File: config.mk
export PLATFORM = sky130hd
export DESIGN_NAME = pfs_ctrl
export DESIGN_NICKNAME = d
export VERILOG_FILES = /design/src/hw/rtl/pfs_pkg.sv /design/src/hw/rtl/pfs_ctrl.sv
export SDC_FILE = /design/constraint.sdc
export NUM_CORES = 1
export LEC_CHECK = 0
export ABC_CLOCK_PERIOD_IN_PS = 2950
export BUFFER_PORTS_ARGS = -buffer_cell sky130_fd_sc_hd__buf_4
export CAP_MARGIN = 5
export CORE_AREA = 2 2 39 41
export CTS_CLUSTER_DIAMETER = 100
export DETAILED_ROUTE_END_ITERATION = 12
export DIE_AREA = 0 0 41 43
export GPL_TIMING_DRIVEN = 0
export HOLD_SLACK_MARGIN = 0.05
export PLACE_DENSITY = 0.59
export SYNTH_ARGS = -nofsm -noshare
export SYNTH_HDL_FRONTEND = slang
export SYNTH_SLANG_ARGS = --single-unit
File: constraint.sdc
create_clock -name clk -period 2.95 [get_ports clk]
set_input_delay 0.59 -clock clk [delete_from_list [all_inputs] [get_ports clk]]
set_output_delay 0.59 -clock clk [all_outputs]
set_load 0.01 [all_outputs]
File: src/hw/rtl/pfs_pkg.sv
// Package: shared types, codes and constants for the packet flow statistics block.
`timescale 1ns / 1ps
package pfs_pkg;

  localparam int ADDR_DEPTH_DEF = 1024;
  localparam int FLOW_DEPTH_DEF = 4096;
  localparam int BIN_COUNT_DEF  = 10;

  localparam logic [7:0] PROTO_TCP   = 8'd6;
  localparam logic [7:0] PROTO_UDP   = 8'd17;
  localparam logic [7:0] PROTO_RESET = 8'd6;

  // length/100 == (length>>2)/25 == ((length>>2) * 10486) >> 18 for 14-bit operands
  localparam int BIN_MULT  = 10486;
  localparam int BIN_SHIFT = 18;

  localparam int CFG_IDX_W = 3;
  localparam logic [CFG_IDX_W-1:0] CFG_SRC_ON   = 3'd0;
  localparam logic [CFG_IDX_W-1:0] CFG_SRC_ADDR = 3'd1;
  localparam logic [CFG_IDX_W-1:0] CFG_DST_ON   = 3'd2;
  localparam logic [CFG_IDX_W-1:0] CFG_DST_ADDR = 3'd3;
  localparam logic [CFG_IDX_W-1:0] CFG_PROTO_ON = 3'd4;
  localparam logic [CFG_IDX_W-1:0] CFG_PROTO   = 3'd5;

  localparam logic [1:0] FLOW_NONE = 2'd0;
  localparam logic [1:0] FLOW_HIT  = 2'd1;
  localparam logic [1:0] FLOW_NEW  = 2'd2;
  localparam logic [1:0] FLOW_FULL = 2'd3;

  localparam logic [1:0] TBL_SRC  = 2'd0;
  localparam logic [1:0] TBL_DST  = 2'd1;
  localparam logic [1:0] TBL_FLOW = 2'd2;

  typedef struct packed {
    logic [31:0] src_addr;
    logic [31:0] dst_addr;
    logic [7:0]  proto;
    logic [15:0] source_port;
    logic [15:0] dst_port;
    logic [15:0] packet_length;
  } in_item_t;

  typedef struct packed {
    logic        passed;
    logic [1:0]  flow_result;
    logic [31:0] flow_packets;
    logic [31:0] flow_bytes;
    logic [31:0] src_seen;
    logic [31:0] dst_seen;
    logic [31:0] total_packets;
    logic [31:0] total_octets;
    logic [15:0] smallest_length;
    logic [15:0] largest_length;
    logic [3:0]  size_bin;
    logic [31:0] bin_total;
  } out_item_t;

  typedef struct packed {
    logic       load_pkt;
    logic       scan_start;
    logic       scanning;
    logic [1:0] tbl;
    logic       addr_upd;
    logic       flow_upd;
    logic       stats_upd;
    logic       out_load;
  } pfs_cmd_t;

  typedef struct packed {
    logic hit;
    logic scan_end;
    logic flow_go;
  } pfs_status_t;

  function automatic logic [31:0] sat_add32(input logic [31:0] a, input logic [31:0] b);
    logic [32:0] s;
    s = {1'b0, a} + {1'b0, b};
    return s[32] ? 32'hFFFF_FFFF : s[31:0];
  endfunction

endpackage

File: src/hw/rtl/pfs_ctrl.sv
// Sequencer: runs the address, optional flow and statistics phases per packet.
`timescale 1ns / 1ps
module pfs_ctrl
  import pfs_pkg::*;
(
  input  logic        clk,
  input  logic        rst,
  input  logic        in_valid,
  output logic        in_ready,
  output logic        out_valid,
  input  logic        out_ready,
  input  pfs_status_t status,
  output pfs_cmd_t    cmd
);

  localparam logic [3:0] S_IDLE      = 4'd0;
  localparam logic [3:0] S_SRC_SCAN  = 4'd1;
  localparam logic [3:0] S_SRC_UPD   = 4'd2;
  localparam logic [3:0] S_DST_SCAN  = 4'd3;
  localparam logic [3:0] S_DST_UPD   = 4'd4;
  localparam logic [3:0] S_FLOW_SCAN = 4'd5;
  localparam logic [3:0] S_FLOW_UPD  = 4'd6;
  localparam logic [3:0] S_STATS     = 4'd7;
  localparam logic [3:0] S_DONE      = 4'd8;

  logic [3:0] state, state_next;
  logic       out_free;

  assign out_free = !out_valid || out_ready;
  assign in_ready = (state == S_IDLE);

  always_comb begin
    state_next = state;
    cmd        = '0;
    case (state)
      S_IDLE: begin
        if (in_valid) begin
          cmd.load_pkt   = 1'b1;
          cmd.scan_start = 1'b1;
          state_next     = S_SRC_SCAN;
        end
      end
      S_SRC_SCAN: begin
        cmd.scanning = 1'b1;
        cmd.tbl      = TBL_SRC;
        if (status.hit || status.scan_end) begin
          state_next = S_SRC_UPD;
        end
      end
      S_SRC_UPD: begin
        cmd.addr_upd   = 1'b1;
        cmd.tbl        = TBL_SRC;
        cmd.scan_start = 1'b1;
        state_next     = S_DST_SCAN;
      end
      S_DST_SCAN: begin
        cmd.scanning = 1'b1;
        cmd.tbl      = TBL_DST;
        if (status.hit || status.scan_end) begin
          state_next = S_DST_UPD;
        end
      end
      S_DST_UPD: begin
        cmd.addr_upd   = 1'b1;
        cmd.tbl        = TBL_DST;
        cmd.scan_start = 1'b1;
        state_next     = status.flow_go ? S_FLOW_SCAN : S_STATS;
      end
      S_FLOW_SCAN: begin
        cmd.scanning = 1'b1;
        cmd.tbl      = TBL_FLOW;
        if (status.hit || status.scan_end) begin
          state_next = S_FLOW_UPD;
        end
      end
      S_FLOW_UPD: begin
        cmd.flow_upd = 1'b1;
        cmd.tbl      = TBL_FLOW;
        state_next   = S_STATS;
      end
      S_STATS: begin
        cmd.stats_upd = 1'b1;
        state_next    = S_DONE;
      end
      S_DONE: begin
        if (out_free) begin
          cmd.out_load = 1'b1;
          state_next   = S_IDLE;
        end
      end
      default: begin
        state_next = S_IDLE;
      end
    endcase
  end

  always_ff @(posedge clk) begin
    if (rst) begin
      state     <= S_IDLE;
      out_valid <= 1'b0;
    end else begin
      state <= state_next;
      if (cmd.out_load) begin
        out_valid <= 1'b1;
      end else if (out_ready) begin
        out_valid <= 1'b0;
      end
    end
  end

endmodule

# Yosys cells after proc, flatten, opt, wreduce, memory -nomap -nowiden
# Cells that the tools add are included.
# totals
elab_cells,44
ff_bits,5
in_bits,7
# classes
n_eq_ne,13
reduce_logical,10
mux,19
# op_table
operator,count
4-bit case mux with 9 select lines,1
4-bit 2-to-1 mux,5
"4-bit by 3-bit equality test with 1-bit output, second input constant",4
"2-bit != test, second input constant",5
1-bit 2-to-1 mux,9
"4-bit by 2-bit equality test with 1-bit output, second input constant",2
2-bit OR reduction,3
5-bit AND reduction,1
"4-bit by 1-bit equality test with 1-bit output, second input constant",1
"4-bit equality test, second input constant",1
4-bit zero test,1
2-bit 2-to-1 mux,2
2-bit case mux with 2 select lines,1
3-bit OR reduction,1
1-bit logical OR,2
1-bit case mux with 2 select lines,1
2-bit nonzero test,1
1-bit zero test,1

# Longest topological paths before layout
# depth
depth_word,5
mapped_depth,5
depth_no_buf,4

# Worst setup path before layout
# Ideal clock, no wire load.
# synth_path
path_kind,reg-to-output
from,reg state[2]
to,out cmd[8] in the netlist's numbering
n_path_buf,1
path_slack_ps,1106
t_required_ps,2360
arrival_time_ps,1254
path_stages_with_launch,4
cell_sequence,dfxtp_1 -> buf_6 -> nor4_1 -> and2_1
# synth_rtl
element,line_no,source
from (decl),pfs_ctrl.sv:26,"logic [3:0] state, state_next;"
from (signal assigned),pfs_ctrl.sv:102,state <= state_next;
to (decl),pfs_ctrl.sv:13,output pfs_cmd_t cmd

==> flow_summary.ini <==
[grt]
antenna_found_initial = 0
grt_util_all_layers_pct = 12.8
grt_pass1_wl_um = 1460
use_met3_pct = 2.09
grt-busiest-layer = met2
grt.met2_usage_pct = 18.1
met1_usage_pct = 15.4
grt_pass1_vias = 354
grt_max_degree = 11
grt_overflow = 0

[setup_path]
critical_path_class = reg -> out
start_kind = flop
cp.arrival_ns = 1.51
cp.required_ns = 2.36
crit_path_max_fanout = 10
crit_path_end_kind = primary output

[route]
drc = 0
drt_first_pass_iters = 4
vias_per_cell = 4.81
ant_nets = 0
vias = 414
drt_iter0_markers = 5
wire_per_inst_um = 11.2
finalWirelength_um = 964

[timing]
period_needed_ns = 2.10
period_share_pct = 71.1
finClkSkew_ns = 0.00497
worstMarginPinSlew_ns = 0.522
setup_violations = 0
max_freq_mhz = 476
rsz0062_at_grt = no
final-max-slew-violation-count = 0
setup_tns_ns = 0
finalHoldViolations = 0
relSlewSlack_pct = 64.9

[placed_design]
io_buffer_count = 17
gp_congestion = 0.767
placedCellCount = 82
dp_hpwl_um = 677

[floorplan]
rows = 14
ios = 18
initial_core_util_pct = 29.1
die_h_um = 43
fp.coreArea_sq_um = 1380
die_w_um = 41
die_area_sq_um = 1760

[logic_synthesis]
syn-num-nets = 56
synth.distinct_cells = 24
async_flop_share_pct = 0
avgSynthCellArea_sq_um = 8.22
syn_inst = 49
synth-edff-count = 0
synthesis.area_sq_um = 403
synth_area_leaders = dfxtp_1, buf_6, mux2_4
synth_ff_type = dfxtp_1
synth_seq_cells = 5
ys_seq_area_share_pct = 24.8
yosysWarnings = 0
synth.largest_area_cell = dfxtp_1
synth_top_area_share_pct = 24.8

[layout]
antenna_cells = 0
layout-drive-gt1-share_pct = 41.4
fillerInstances = 147
syn_to_final_growth_pct = 43.2
stdcell_count = 86
final_common_cell = buf_4
fin_nets = 78
final_cell_mix = buf_4, nor2_1, dfxtp_1

[power]
seqPwrFrac_pct = 27.2
p_leak_uw = 0.000264
powerDensity_nw_per_um2 = 498
p_total_uw = 287
p_sw_uw = 94.4
power_frac_clock_pct = 29.3
internal-power_uw = 193
vdd_ir_drop_max_mv = 0.181
comb_power_share_pct = 43.5
p_sw_share_pct = 32.9

[clock_network]
clkTransAtPathRegs_ns = 0.04
clockRootBuffer = clkbuf_4
cts_setup_buffers = 0
ctsLongestPathBuffers = 2
cts_resized = 0
cts_tree = built
cts.sinks = 5
clkLatencyLatePin_ns = 0.25
hold_buffers = 0
cts_buffers = 3
h-tree-depth = 1

[run_status]
outcome = finished, final reports clean

[hold_path]
hp-class = reg -> reg

[flow_run]
drv_cap = 0
==> worst max-delay path, stage by stage, from the launching register on <==
cell	delay, ns
dfxtp_1	0.32
buf_6	0.14
nor4_1	0.49
and2_1	0.20
buf_4	0.11
==> path summary, 6_finish.rpt <==
path | end | slack, ns | from | cells past startpoint
worst max-delay path | cmd[8] | 0.85 | state[2] | 4
worst min-delay path | out_valid | 0.55 | out_valid | 2
worst max register to register | state[2] | 1.22 | state[1] | 5
worst min register to register | out_valid | 0.55 | out_valid | 2
==> layout make-up <==
| class | instances | area [sq um] | share of cell area [%] |
|---|---|---|---|
| clock buffer | 4 | 26.3 | 4.56 |
| buffer | 4 | 38.8 | 6.72 |
| tap | 16 | 20.0 | 3.47 |
| sequential | 5 | 100 | 17.4 |
| timing repair buffer | 17 | 128 | 22.1 |
| multi-input combinational | 39 | 260 | 45.1 |
| inverter | 1 | 3.75 | 0.651 |
==> per-layer routing <==
layer / vias to the layer above / part of all wire, %
met1: 182 / 41
met2: 20 / 50
met4: 0 / 2.0
met3: 2 / 6.7
li1: 210 / -
met5: - / 0
==> kinds of logic after synthesis <==
| group | share of synthesized area, % |
|---|---|
| mux | 7.45 |
| flops | 24.8 |
| xor+xnor | 6.52 |
| simple gates | 42.9 |
| compound gates | 7.76 |
| buf+inv | 10.6 |
==> sequential cells by signal, indices dropped and copies added, names as in the netlist <==
signal / flops
out_valid: 1
state: 4
==> through the flow <==
step           hold slack (ns)  worst slack [ns]  instance area, sq um  utilization (%)
5_1_grt                  0.565             0.723                   577             41.7
4_1_cts                  0.550             0.841                   577             41.7
3_3_place_gp             0.528              1.05                   551             39.8
3_5_place_dp             0.554              1.05                   551             39.8
6_report                 0.550             0.851                   577             41.7
2_1_floorplan            0.547              1.11                   403                -
==> synth_stat cells, types with 2 or more instances <==
cell	instances
nand2b_1	3
buf_6	3
mux2_4	2
nor3_1	3
xnor2_1	2
nor2b_1	3
nor3b_1	2
dfxtp_1	5
nor2_1	7
a21oi_1	3
nand2_1	3
==> power by group through the flow <==
stage | clock network (uW) | logic, uW | registers, uW
floorplan | 0 | 81.7 | 78.8
global placement | 0 | 125 | 79.2
detailed placement | 0 | 126 | 79.5
CTS | 87.9 | 126 | 78.1
global route | 87.2 | 137 | 78.9
finish | 84.3 | 125 | 78.1
Note: power is estimated with default switching activity, not from simulation.
